## config.mk

```make
export PLATFORM = sky130hd
export DESIGN_NAME = lhkt_ctrl
export DESIGN_NICKNAME = d
export VERILOG_FILES = /design/src/hdl/lhkt_pkg.sv /design/src/hdl/lhkt_ctrl.sv
export SDC_FILE = /design/constraint.sdc
export NUM_CORES = 1
export LEC_CHECK = 0
export BUFFER_PORTS_ARGS = -buffer_cell sky130_fd_sc_hd__buf_4
export CORE_MARGIN = 2
export CORE_UTILIZATION = 45
export CTS_CLUSTER_SIZE = 16
export DETAILED_ROUTE_END_ITERATION = 6
export PLACE_DENSITY = 0.66
export SYNTH_ARGS = -nofsm -noshare
export SYNTH_HDL_FRONTEND = slang
export SYNTH_SLANG_ARGS = --single-unit
```

## constraint.sdc

```tcl
create_clock -name clock -period 1.5 [get_ports clock]
set_input_delay 0 -clock clock [delete_from_list [all_inputs] [get_ports clock]]
set_output_delay 0 -clock clock [all_outputs]
set_load 0.01 [all_outputs]
```

## src/hdl/lhkt_pkg.sv

```systemverilog
// Shared constants, codes and control types of the hot key tracker.
package lhkt_pkg;

   localparam int TABLE_SLOTS_DEF = 64;
   localparam int KEY_BITS_DEF    = 64;
   localparam int CNT_W           = 32;
   localparam int TIME_W          = 32;
   localparam int CFG_W           = 7;
   localparam int CSR_W           = 32;
   localparam int CSR_IDX_W       = 2;
   localparam int OP_W            = 3;
   localparam int MAX_RESULTS     = 64;

   // operation codes
   localparam logic [OP_W-1:0] OP_TOUCH = 3'd0;
   localparam logic [OP_W-1:0] OP_INCR  = 3'd1;
   localparam logic [OP_W-1:0] OP_SET   = 3'd2;
   localparam logic [OP_W-1:0] OP_ATTEN = 3'd3;
   localparam logic [OP_W-1:0] OP_READ  = 3'd4;

   // register indexes
   localparam logic [CSR_IDX_W-1:0] CSR_CAPACITY = 2'd0;
   localparam logic [CSR_IDX_W-1:0] CSR_WARMING  = 2'd1;
   localparam logic [CSR_IDX_W-1:0] CSR_AGE      = 2'd2;

   typedef enum logic [3:0] {
      ST_IDLE,
      ST_FIND,
      ST_DECIDE,
      ST_GAP,
      ST_COMMIT,
      ST_AT_HALVE,
      ST_AT_LOADV,
      ST_AT_CMP,
      ST_AT_PUT,
      ST_AT_COPY,
      ST_RD_INIT,
      ST_RD_SCAN,
      ST_RD_EMIT
   } lhkt_state_type;

   typedef enum logic [3:0] {
      ACT_NONE,
      ACT_LOAD,
      ACT_FIND,
      ACT_DECIDE,
      ACT_GAP,
      ACT_COMMIT,
      ACT_HALVE,
      ACT_LOADV,
      ACT_CMP,
      ACT_PUT,
      ACT_COPY,
      ACT_RD_INIT,
      ACT_RD_SCAN,
      ACT_RD_EMIT
   } lhkt_act_type;

   typedef struct packed {
      lhkt_act_type act;
      logic         issue;
   } lhkt_cmd_type;

   typedef struct packed {
      logic dec_gap;
      logic dec_write;
      logic occ_zero;
      logic rd_last;
   } lhkt_sts_type;

endpackage

```

## src/hdl/lhkt_ctrl.sv

```systemverilog
// Sequencer of the hot key tracker: state machine, scan counter and slot pointer.
module lhkt_ctrl #(
   parameter int TABLE_SLOTS = lhkt_pkg::TABLE_SLOTS_DEF
) (
   input  logic                             clock,
   input  logic                             reset,
   input  logic                             start,
   input  logic [lhkt_pkg::OP_W-1:0]        req_op,
   input  lhkt_pkg::lhkt_sts_type           sts,
   output logic                             busy,
   output lhkt_pkg::lhkt_cmd_type           cmd,
   output logic [$clog2(TABLE_SLOTS)-1:0]   cmd_addr
);
   import lhkt_pkg::*;

   localparam int IW = $clog2(TABLE_SLOTS);
   localparam logic [IW:0]   SCAN_END  = (IW+1)'(TABLE_SLOTS);
   localparam logic [IW-1:0] LAST_SLOT = IW'(TABLE_SLOTS - 1);

   lhkt_state_type state_ff, state_in;
   logic [IW:0]    idx_ff, idx_in;
   logic [IW-1:0]  v_ff, v_in;
   logic           scan_done;
   logic           scanning;

   assign scan_done = (idx_ff == SCAN_END);

   // next state and counters
   always_comb begin
      state_in = state_ff;
      idx_in   = '0;
      v_in     = v_ff;
      unique case (state_ff)
         ST_IDLE: begin
            if (start) begin
               unique case (req_op)
                  OP_TOUCH, OP_INCR, OP_SET: state_in = ST_FIND;
                  OP_ATTEN:                  state_in = ST_AT_HALVE;
                  OP_READ:                   state_in = ST_RD_INIT;
                  default:                   state_in = ST_IDLE;
               endcase
            end
         end
         ST_FIND: begin
            idx_in = scan_done ? '0 : idx_ff + 1'b1;
            if (scan_done) state_in = ST_DECIDE;
         end
         ST_DECIDE: begin
            if (sts.dec_gap)        state_in = ST_GAP;
            else if (sts.dec_write) state_in = ST_COMMIT;
            else                    state_in = ST_IDLE;
         end
         ST_GAP: begin
            idx_in = scan_done ? '0 : idx_ff + 1'b1;
            if (scan_done) state_in = ST_COMMIT;
         end
         ST_COMMIT: state_in = ST_IDLE;
         ST_AT_HALVE: begin
            idx_in = scan_done ? '0 : idx_ff + 1'b1;
            if (scan_done) begin
               state_in = ST_AT_LOADV;
               v_in     = '0;
            end
         end
         ST_AT_LOADV: state_in = ST_AT_CMP;
         ST_AT_CMP: begin
            idx_in = scan_done ? '0 : idx_ff + 1'b1;
            if (scan_done) state_in = ST_AT_PUT;
         end
         ST_AT_PUT: begin
            v_in     = v_ff + 1'b1;
            state_in = (v_ff == LAST_SLOT) ? ST_AT_COPY : ST_AT_LOADV;
         end
         ST_AT_COPY: begin
            idx_in = scan_done ? '0 : idx_ff + 1'b1;
            if (scan_done) state_in = ST_IDLE;
         end
         ST_RD_INIT: state_in = sts.occ_zero ? ST_RD_EMIT : ST_RD_SCAN;
         ST_RD_SCAN: begin
            idx_in = scan_done ? '0 : idx_ff + 1'b1;
            if (scan_done) state_in = ST_RD_EMIT;
         end
         ST_RD_EMIT: state_in = sts.rd_last ? ST_IDLE : ST_RD_SCAN;
         default:    state_in = ST_IDLE;
      endcase
   end

   // commands to the datapath
   always_comb begin
      cmd.act  = ACT_NONE;
      scanning = 1'b0;
      unique case (state_ff)
         ST_IDLE:     cmd.act = start ? ACT_LOAD : ACT_NONE;
         ST_FIND:     begin cmd.act = ACT_FIND;    scanning = 1'b1; end
         ST_DECIDE:   cmd.act = ACT_DECIDE;
         ST_GAP:      begin cmd.act = ACT_GAP;     scanning = 1'b1; end
         ST_COMMIT:   cmd.act = ACT_COMMIT;
         ST_AT_HALVE: begin cmd.act = ACT_HALVE;   scanning = 1'b1; end
         ST_AT_LOADV: cmd.act = ACT_LOADV;
         ST_AT_CMP:   begin cmd.act = ACT_CMP;     scanning = 1'b1; end
         ST_AT_PUT:   cmd.act = ACT_PUT;
         ST_AT_COPY:  begin cmd.act = ACT_COPY;    scanning = 1'b1; end
         ST_RD_INIT:  cmd.act = ACT_RD_INIT;
         ST_RD_SCAN:  begin cmd.act = ACT_RD_SCAN; scanning = 1'b1; end
         ST_RD_EMIT:  cmd.act = ACT_RD_EMIT;
         default:     cmd.act = ACT_NONE;
      endcase
      cmd.issue = scanning && !scan_done;
      cmd_addr  = (state_ff == ST_AT_LOADV || state_ff == ST_AT_PUT) ? v_ff : idx_ff[IW-1:0];
      busy      = (state_ff != ST_IDLE);
   end

   always_ff @(posedge clock) begin
      if (reset) begin
         state_ff <= ST_IDLE;
         idx_ff   <= '0;
         v_ff     <= '0;
      end else begin
         state_ff <= state_in;
         idx_ff   <= idx_in;
         v_ff     <= v_in;
      end
   end

endmodule

```

==> run metrics, run 1 <==
RSZ-0062 raised after global routing=yes; simple logic cell fraction of the synthesized area=0.270; largest voltage drop on the vdd net=1180 uV; register area share after synthesis=0.272; std cell rows=19; share of cells above drive strength 1=0.553; proportion of register bits with asynchronous set or reset after synthesis=0; Placer Congestion=slightly above 0.8; count of nets left with antenna violations after detail routing=0; I/O pin count=22; layer with the highest usage=met2; clock tree root buffer cell=sky130_fd_sc_hd__clkbuf_4; Reg clk slew, reported paths=around 0.11 ns; PnR Total Power=2.40 mW; number of failing hold endpoints at the final stage=0; Final Cycle Share=1.13; number of max-slew violations in the final report=0; critical path start-end classification=reg -> out; Total Neg Setup Slack=-1.94 ns; met3 track demand over resource=0.0161; FMAX=589 MHz; initial core utilization=0.462; number of global-route vias before repair=approximately 1300; via total after detailed routing=around 1300; routed length per instance=15.8 um; Layout fillers=197; area added between synthesis and finish=56.7%; post-synthesis cell count=145; status=finished with violations; area of the die=3220 sq um; overall routed net length=3600 um; min Tclk post-route=1.70 ns; n_diodes=0; maximum capacitance violations=0; Slew @ Worst Pin=0.346 ns; die span in y=between 50 and 60 um; startpoint type of the worst setup path=flip-flop; area fraction in compound gates after synthesis=0.255; clock buffer count from CTS=3; number of enable flip-flop cells after synthesis=0; pre-CTS setup slack=-0.0268 ns; prevailing post-synth register cell=sky130_fd_sc_hd__dfxtp_1; input/output buffers=21; register bit total from synthesis=17; count of unique library cells instantiated by Yosys=between 50 and 60; register cell area after layout=350 sq um; worst reg2reg path depth=5; clock tree sinks=17; Iteration-0 DRC Markers=40; DR DRC count=0; antenna violations before repair=0; maximum fanout count along the critical path=6; xor and xnor fraction of the mapped netlist area=0.0420; DR vias/cell=5.81; Yosys Warn Count=0; clock skew after layout=0.00178 ns; depth of the worst hold-timing path=5; R2R Path Start=state_ff[3]; adder-cell area share of the yosys netlist=0.0300; Worst Setup Slack, final=-0.198 ns; total power divided by cell area=1220 nW/um^2; combinational family with the most area after synthesis=simple AND/OR/NAND/NOR gates; beginning of the worst hold path=sts[1]; total half-perimeter wirelength after legalization and detailed placement=2470 um; wire length of the first global-routing pass=6020 um; CTS tree=built; met2 demand-to-capacity share in global routing=0.397; Multi-input gate area=997 sq um; GRT Total Usage=0.233; headroom to the max-slew limit=0.769; depth of the CTS H-tree=1; syn avg cell area=about 8.6 sq um; portion of netlist area occupied by mux cells=0.0539; leakage power of the design=approximately 0.78 nW; Final Setup Violations=21; first drt pass iteration count=4; violated checks=negative setup slack; total congestion overflow after global routing=0; post-layout utilization of the core=0.724; minimum hold slack=0.179 ns; proportion of netlist area held by the largest area contributor=0.272; kind of path behind the tightest hold check=in -> reg; DIE WIDTH=56.8 um; data arrival time at the worst-slack endpoint=1.70 ns; total nets after synthesis=roughly 160; placeable core region=2710 sq um; largest cells by area after synthesis=sky130_fd_sc_hd__dfxtp_1 27%, sky130_fd_sc_hd__mux2_2 5.4%, sky130_fd_sc_hd__a311oi_1 4.9%; Max Buffers Root-to-Sink=2; pin count of the biggest net entering global routing=14; Critical Path End Type=output port; Critical Path RT=1.50 ns; clk_lat worst skew=0.29 ns; launching instance or port of the critical path=state_ff[3]; M1 GR Usage=0.302; cell type with the highest aggregate area in the netlist=sky130_fd_sc_hd__dfxtp_1; Post-Syn Area=1250 sq um; Final #Nets=around 210
[cells in the final DEF (no fill, tap or decap), types with 2 or more instances in the layout]
| cell | Yosys | final |
|---|---|---|
| sky130_fd_sc_hd__a21oi_1 | 11 | 5 |
| sky130_fd_sc_hd__a21oi_2 | 1 | 5 |
| sky130_fd_sc_hd__a21oi_4 | 0 | 2 |
| sky130_fd_sc_hd__a311oi_1 | 7 | 5 |
| sky130_fd_sc_hd__a311oi_2 | 1 | 3 |
| sky130_fd_sc_hd__and3_1 | 6 | 6 |
| sky130_fd_sc_hd__and3b_1 | 2 | 2 |
| sky130_fd_sc_hd__buf_12 | 0 | 2 |
| sky130_fd_sc_hd__buf_4 | 0 | 43 |
| sky130_fd_sc_hd__buf_6 | 3 | 12 |
| sky130_fd_sc_hd__clkbuf_4 | 0 | 3 |
| sky130_fd_sc_hd__dfxtp_1 | 17 | 11 |
| sky130_fd_sc_hd__dfxtp_2 | 0 | 5 |
| sky130_fd_sc_hd__ha_1 | 3 | 2 |
| sky130_fd_sc_hd__inv_1 | 6 | 6 |
| sky130_fd_sc_hd__mux2_4 | 0 | 6 |
| sky130_fd_sc_hd__nand2_1 | 5 | 5 |
| sky130_fd_sc_hd__nand2b_1 | 5 | 5 |
| sky130_fd_sc_hd__nand3_1 | 5 | 4 |
| sky130_fd_sc_hd__nand3b_1 | 2 | 2 |
| sky130_fd_sc_hd__nor2_1 | 8 | 7 |
| sky130_fd_sc_hd__nor2_4 | 0 | 2 |
| sky130_fd_sc_hd__nor4_4 | 1 | 2 |
| sky130_fd_sc_hd__o21ai_2 | 0 | 4 |
| sky130_fd_sc_hd__o22ai_2 | 1 | 3 |
| sky130_fd_sc_hd__or3b_1 | 3 | 3 |
| sky130_fd_sc_hd__xnor2_1 | 4 | 4 |
| sky130_fd_sc_hd__xor2_1 | 2 | 2 |
[final cells by class]
cell class	instances	area share
tap	31	0.0198
clock inverter	1	0.00255
timing repair buffer	59	0.266
sequential	17	0.178
clock buffer	3	0.0115
inverter	7	0.0134
multi-input combinational	110	0.508
[metrics by stage]
stage / cells / instance area, sq um
2_1_floorplan: 145 / 1250
3_3_place_gp: 215 / 1620
3_5_place_dp: 215 / 1620
4_1_cts: 228 / 1870
5_1_grt: 228 / 1960
6_report: 228 / 1960
[cell usage after synthesis, drive strengths merged (2+ instances only)]
library cell / instances
a221oi: 2
xnor2: 4
or3b: 3
dfxtp: 17
nand2b: 5
nand3b: 2
nor2: 9
nand3: 5
a311oi: 8
nand2: 5
mux2: 6
nor3: 2
a21oi: 12
inv: 6
and3: 6
clkbuf: 2
o31ai: 2
and3b: 2
o21ai: 6
xor2: 2
o22ai: 4
ha: 3
and2: 2
buf: 9
nor4: 2
a211oi: 2
[path summary, 6_finish.rpt]
kind / to / slack (ns)
worst min-delay path: state_ff[2] / 0.18
worst min register to register: v_ff[1] / 0.51
worst max register to register: v_ff[2] / -0.08
worst max-delay path: cmd_addr[3] / -0.20
[sequential cells by signal (all words and copies together) (netlist names)]
signal    flops
v_ff          6
state_ff      4
idx_ff        7
[cell families after synthesis]
| kind of cell | count (synthesis) |
|---|---|
| muxes | 6 |
| buffers and inverters | 18 |
| xor gates and xnor gates | 6 |
| AOI/OAI and AO/OA | 44 |
| DFF | 17 |
| and+or+nand+nor | 51 |
| adders and majority gates | 3 |
[worst max-delay path, cell delays in order, from the launching register on]
cell and delay (ns):
sky130_fd_sc_hd__dfxtp_2 0.35, sky130_fd_sc_hd__buf_12 0.12, sky130_fd_sc_hd__and3b_1 0.22, sky130_fd_sc_hd__a21oi_2 0.05, sky130_fd_sc_hd__nor2_4 0.22, sky130_fd_sc_hd__mux2_4 0.33
sky130_fd_sc_hd__buf_6 0.12
[power breakdown]
group          internal [mW]  switching [mW]  leakage, nW
registers              0.511          0.0891        0.140
logic                  0.797           0.747        0.624
clock network         0.0991           0.154       0.0177
total                   1.41           0.991        0.783
[per-layer routing]
metal	up-vias	part of all wire
met4	0	0.014
met5	-	0
met1	641	0.45
met2	27	0.52
li1	653	-
met3	4	0.022
[timing repair]
action | CTS | global route
setup endpoints to repair | 18 | 22
hold endpoints to repair | 5 | 0
pin swaps | 19 | 9
gates resized for setup | 45 | 21
hold buffers | 1 | 0
setup buffers | 8 | 2
No activity file was read; power rests on OpenSTA's default activity.
==> inputs of run 2 (changes only) <==
SETUP_SLACK_MARGIN = 0.3   (was default)
==> run 2 against run 1 <==
  * Sequential power up 4.0%
  * Combinational power up 5%
  * Non-clock buffer count up 2
  * Critical endpoint is now cmd_addr[4]
  * Via count up 6.9%
  * Clock power about the same
  * Wire length up 18%
  * Hold slack better by 0.048 ns
  * Worst setup slack better by 0.076 ns
  * The run still ends with negative setup slack left
  * Clock skew up 0.0023 ns
  * Power up 3.8%
  * First-iteration DRC count up 80%
==> run metrics, run 2 (same netlist as run 1, synthesis figures left out) <==
beginning of the worst hold path=req_op[2]; critical path start-end classification=reg -> out; area of the die=3220 sq um; clock buffer count from CTS=3; max FFs per register=7; largest registers in the final layout=idx_ff: 7 flops, v_ff: 6 flops, state_ff: 4 flops; RSZ-0062 raised after global routing=yes; maximum capacitance violations=0; number of max-slew violations in the final report=0; total half-perimeter wirelength after legalization and detailed placement=2380 um; maximum fanout count along the critical path=6; min Tclk post-route=1.62 ns; Critical Path RT=1.50 ns; Top reg by flops=idx_ff; CTS tree=built; clock tree root buffer cell=sky130_fd_sc_hd__clkbuf_4; sequential share of power=0.251; overall routed net length=about 4300 um; DR DRC count=0; input/output buffers=21; via total after detailed routing=about 1400; first drt pass iteration count=4; DR vias/cell=6.13; std cell rows=19; clk_lat worst skew=0.29 ns; Critical Path End Type=output port; net switching share of the total power=0.433; Reg clk slew, reported paths=0.10 ns; DIE WIDTH=56.8 um; placeable core region=roughly 2700 sq um; total congestion overflow after global routing=0; I/O pin count=22; most frequent standard cell in the layout excluding fill and tap cells=sky130_fd_sc_hd__buf_4; wire length of the first global-routing pass=6260 um; status=finished with violations; area added between synthesis and finish=69.2%; kind of path behind the tightest hold check=in -> reg; Slew @ Worst Pin=0.317 ns; launching instance or port of the critical path=state_ff[2]; pin count of the biggest net entering global routing=11; Placer Congestion=0.829; most used cells in the layout excluding fill and tap cells=37 x sky130_fd_sc_hd__buf_4, 22 x sky130_fd_sc_hd__buf_6, 8 x sky130_fd_sc_hd__dfxtp_1, 6 x sky130_fd_sc_hd__mux2_4, 6 x sky130_fd_sc_hd__a311oi_1; depth of the CTS H-tree=1; largest voltage drop on the vdd net=approximately 1100 uV; non-filler instance count after layout=231; minimum hold slack=0.227 ns; combinational group share of total power=0.648; Layout fillers=152; Final Cycle Share=1.08; violated checks=negative setup slack; FMAX=approximately 600 MHz; data arrival time at the worst-slack endpoint=1.62 ns; n_diodes=0; startpoint type of the worst setup path=flip-flop; clock tree sinks=17; Total Neg Setup Slack=-0.998 ns; Final Setup Violations=12; share of total power in the clock network=0.101; number of placed cells counting well taps=between 200 and 250; initial core utilization=0.462; pre-CTS setup slack=-0.00963 ns; routed length per instance=18.4 um; Iteration-0 DRC Markers=72; Worst Setup Slack, final=-0.121 ns; count of nets left with antenna violations after detail routing=0; number of global-route vias before repair=1306; headroom to the max-slew limit=0.789; leakage power of the design=~0.81 nW; clock skew after layout=~0.0041 ns; R2R Path Start=state_ff[3]; number of failing hold endpoints at the final stage=0; Max Buffers Root-to-Sink=2; net load switching power=1.08 mW; GRT Total Usage=0.248; total power divided by cell area=about 1200 nW/um^2; Final #Nets=214; Int Pwr=1.41 mW; die span in y=56.8 um; antenna violations before repair=0; share of cells above drive strength 1=0.645; post-layout utilization of the core=0.782
## run 2: power groups by stage
stage | clock (mW) | sequential (mW) | combinational (mW)
2_1_floorplan | 0 | 0.544 | 0.790
3_3_place_gp | 0 | 0.625 | 1.03
3_5_place_dp | 0 | 0.628 | 1.04
4_1_cts | 0.252 | 0.609 | 1.42
5_1_grt | 0.266 | 0.629 | 1.70
6_report | 0.252 | 0.624 | 1.61
## run 2: final timing paths
check           endpoint  slack, ns  cells past startpoint
min          state_ff[0]       0.23                      4
min reg2reg      v_ff[0]       0.50                      1
max reg2reg  state_ff[2]      -0.11                      7
max          cmd_addr[4]      -0.12                      5
## run 2: what timing repair did
action                                 4_1_cts  5_1_grt
cloned                                       2        0
hold buffers                                 1        0
pin swaps                                   26       24
resized for setup                           59       22
buffers inserted                            15        4
endpoints found under the hold margin        5        0
setup endpoints to repair                   28       29
## run 2: metrics by stage
step | cell area (sq um) | total power [mW]
floorplan | 1360 | 1.33
global placement | 1610 | 1.66
detailed placement | 1610 | 1.67
CTS | 1990 | 2.28
global route | 2120 | 2.59
finish | 2120 | 2.49
## run 2: metal layers
layer	track usage	part of all wire	wire (um)
met1	0.331	0.44	1880
met3	0.0553	0.051	216
met2	0.414	0.49	2070
met5	0	0	0
met4	0.0498	0.021	89
## run 2: area by class of cell
type	count	area [sq um]	area share
multi-input combinational	111	1120	0.528
sequential	17	364	0.172
tap	31	38.8	0.0183
clock buffer	4	26.3	0.0124
inverter	7	31.3	0.0148
timing repair buffer	61	541	0.255
## run 2: worst max-delay path, cell delays in order, from the launching register on
cell and delay, ns:
sky130_fd_sc_hd__dfxtp_4 0.37, sky130_fd_sc_hd__and2b_1 0.22, sky130_fd_sc_hd__a21oi_2 0.07, sky130_fd_sc_hd__nor2_4 0.22, sky130_fd_sc_hd__mux2_4 0.33, sky130_fd_sc_hd__buf_6 0.12
==> inputs of run 3 (changes only) <==
GPL_TIMING_DRIVEN = 0   (was default)
==> run 3 against run 2 <==
  * The run still ends with negative setup slack left
  * Clock power shrank 2%
  * Combinational power fell by 11%
  * First-iteration DRC count down 51%
  * Core utilization is 8.6 points lower
  * Via count decreased by 6.9%
  * Clock skew up 0.0020 ns
  * Final cell count decreased by 7.8%
  * Design area decreased by 11%
  * Sequential power is 12% lower
==> run metrics, run 3 (same netlist as run 1, synthesis figures left out) <==
status=finished with violations; violated checks=negative setup slack; maximum fanout count along the critical path=6; non-filler instance count after layout=213; area of the die=~3200 sq um; antenna violations before repair=0; endpoint of the lowest-slack register-to-register path=state_ff[1]; DR vias/cell=6.19; std cell rows=19; number of placed cells counting well taps=196; DIE WIDTH=56.8 um; wire length of the first global-routing pass=6140 um; initial core utilization=0.462; clock skew after layout=just over 0.006 ns; CTS tree=built; total congestion overflow after global routing=0; depth of the worst hold-timing path=5; clock tree root buffer cell=sky130_fd_sc_hd__clkbuf_4; max FFs per register=7; n_diodes=0; number of failing hold endpoints at the final stage=0; Final Setup Violations=17; Critical Path RT=1.50 ns; routed length per instance=17.3 um; number of max-slew violations in the final report=0; Final #Nets=around 200; clock tree sinks=17; first drt pass iteration count=4; FMAX=596 MHz; data arrival time at the worst-slack endpoint=1.68 ns; PnR Total Power=2.24 mW; Placer Congestion=~0.8; total power divided by cell area=1190 nW/um^2; beginning of the worst hold path=sts[1]; worst reg2reg path depth=8; CTS Hold Buffers Added=0; met2 demand-to-capacity share in global routing=0.384; share of cells above drive strength 1=0.555; largest registers in the final layout=idx_ff: 7 flops, v_ff: 6 flops, state_ff: 4 flops; headroom to the max-slew limit=0.612; register-to-register setup slack=-0.07 ns; area added between synthesis and finish=50.5%; pre-CTS setup slack=about 0.025 ns; overall routed net length=3690 um; M1 GR Usage=0.326; placeable core region=2710 sq um; largest voltage drop on the vdd net=approximately 980 uV; critical path start-end classification=reg -> out; depth of the CTS H-tree=1; leakage power of the design=roughly 0.71 nW; startpoint type of the worst setup path=flip-flop; number of global-route vias before repair=~1300; Reg clk slew, reported paths=~0.1 ns; met3 track demand over resource=0.0438; pin count of the biggest net entering global routing=11; Iteration-0 DRC Markers=35; total half-perimeter wirelength after legalization and detailed placement=2350 um; kind of path behind the tightest hold check=in -> reg; endpoint with the worst hold slack=state_ff[2]; RSZ-0062 raised after global routing=yes; Slew @ Worst Pin=0.582 ns; I/O pin count=22; most frequent standard cell in the layout excluding fill and tap cells=sky130_fd_sc_hd__buf_4; count of nets left with antenna violations after detail routing=0; die span in y=56.8 um; DR DRC count=0; clk_lat worst skew=0.29 ns; Worst Setup Slack, final=-0.178 ns; R2R Path Start=state_ff[3]; input/output buffers=20; GRT Total Usage=0.238; Top reg by flops=idx_ff; maximum capacitance violations=0; layer with the highest usage=met2; Critical Path End Type=output port; clock buffer count from CTS=3; most used cells in the layout excluding fill and tap cells=21 x sky130_fd_sc_hd__buf_4, 18 x sky130_fd_sc_hd__buf_6, 10 x sky130_fd_sc_hd__dfxtp_1; via total after detailed routing=1319; min Tclk post-route=1.68 ns; Final Cycle Share=1.12; Max Buffers Root-to-Sink=2
[run 3: cell types whose count changed in the layout (fill, tap and decap cells not counted), sizes merged]
cell,delta
dlygate4sd3,-1
clkbuf,+1
buf,-18
[run 3: worst max-delay path by stage]
stage                start          end  slack [ns]  cells after the start
2_1_floorplan  state_ff[2]  state_ff[2]        0.20                      5
3_3_place_gp     idx_ff[4]      v_ff[2]        0.05                      4
3_5_place_dp     idx_ff[4]      v_ff[3]        0.03                      4
4_1_cts        state_ff[3]  cmd_addr[5]       -0.19                      6
5_1_grt        state_ff[3]  cmd_addr[4]       -0.24                      6
6_report       state_ff[3]  cmd_addr[5]       -0.18                      6
[run 3: critical path: stages, from the launching register on]
cell and delay (ns):
sky130_fd_sc_hd__dfxtp_2 0.34, sky130_fd_sc_hd__buf_6 0.12, sky130_fd_sc_hd__and3b_1 0.21, sky130_fd_sc_hd__a21oi_2 0.05, sky130_fd_sc_hd__nor2_4 0.21, sky130_fd_sc_hd__mux2_4 0.34
sky130_fd_sc_hd__buf_6 0.12
[run 3: metal layers]
metal	wire length, um	vias to the layer above	share of wire
li1	-	629	-
met4	16	0	0.0043
met2	1900	38	0.51
met5	0	-	0
met1	1620	650	0.44
met3	159	2	0.043
[run 3: power breakdown]
part	internal, mW	switching, mW	leakage, nW	total, mW
logic	0.690	0.752	0.549	1.44
registers	0.507	0.0453	0.141	0.552
clock network	0.103	0.145	0.0150	0.248
total	1.30	0.942	0.705	2.24
[run 3: cell type report]
class	instances	area, sq um
clock buffer	4	26.3
timing repair buffer	32	285
multi-input combinational	111	1020
sequential	17	352
tap	31	38.8
buffer	11	134
fill	206	825
inverter	7	27.5
[run 3: per-stage QoR]
step / utilization / hold slack, ns / cell area (sq um) / setup TNS (ns)
after floorplan: - / 0.258 / 1360 / 0
final: 0.696 / 0.200 / 1890 / -1.42
after CTS: 0.660 / 0.186 / 1790 / -1.27
after global routing: 0.696 / 0.194 / 1890 / -2.80
after detailed placement: 0.572 / 0.461 / 1550 / 0
after global placement: 0.572 / 0.459 / 1550 / 0
[run 3: what timing repair did]
| action | 4_1_cts | 5_1_grt |
|---|---|---|
| setup buffers | 8 | 3 |
| pin swaps | 21 | 15 |
| gates cloned | 1 | 1 |
| gates resized for setup | 41 | 20 |
| setup endpoints to repair | 29 | 29 |
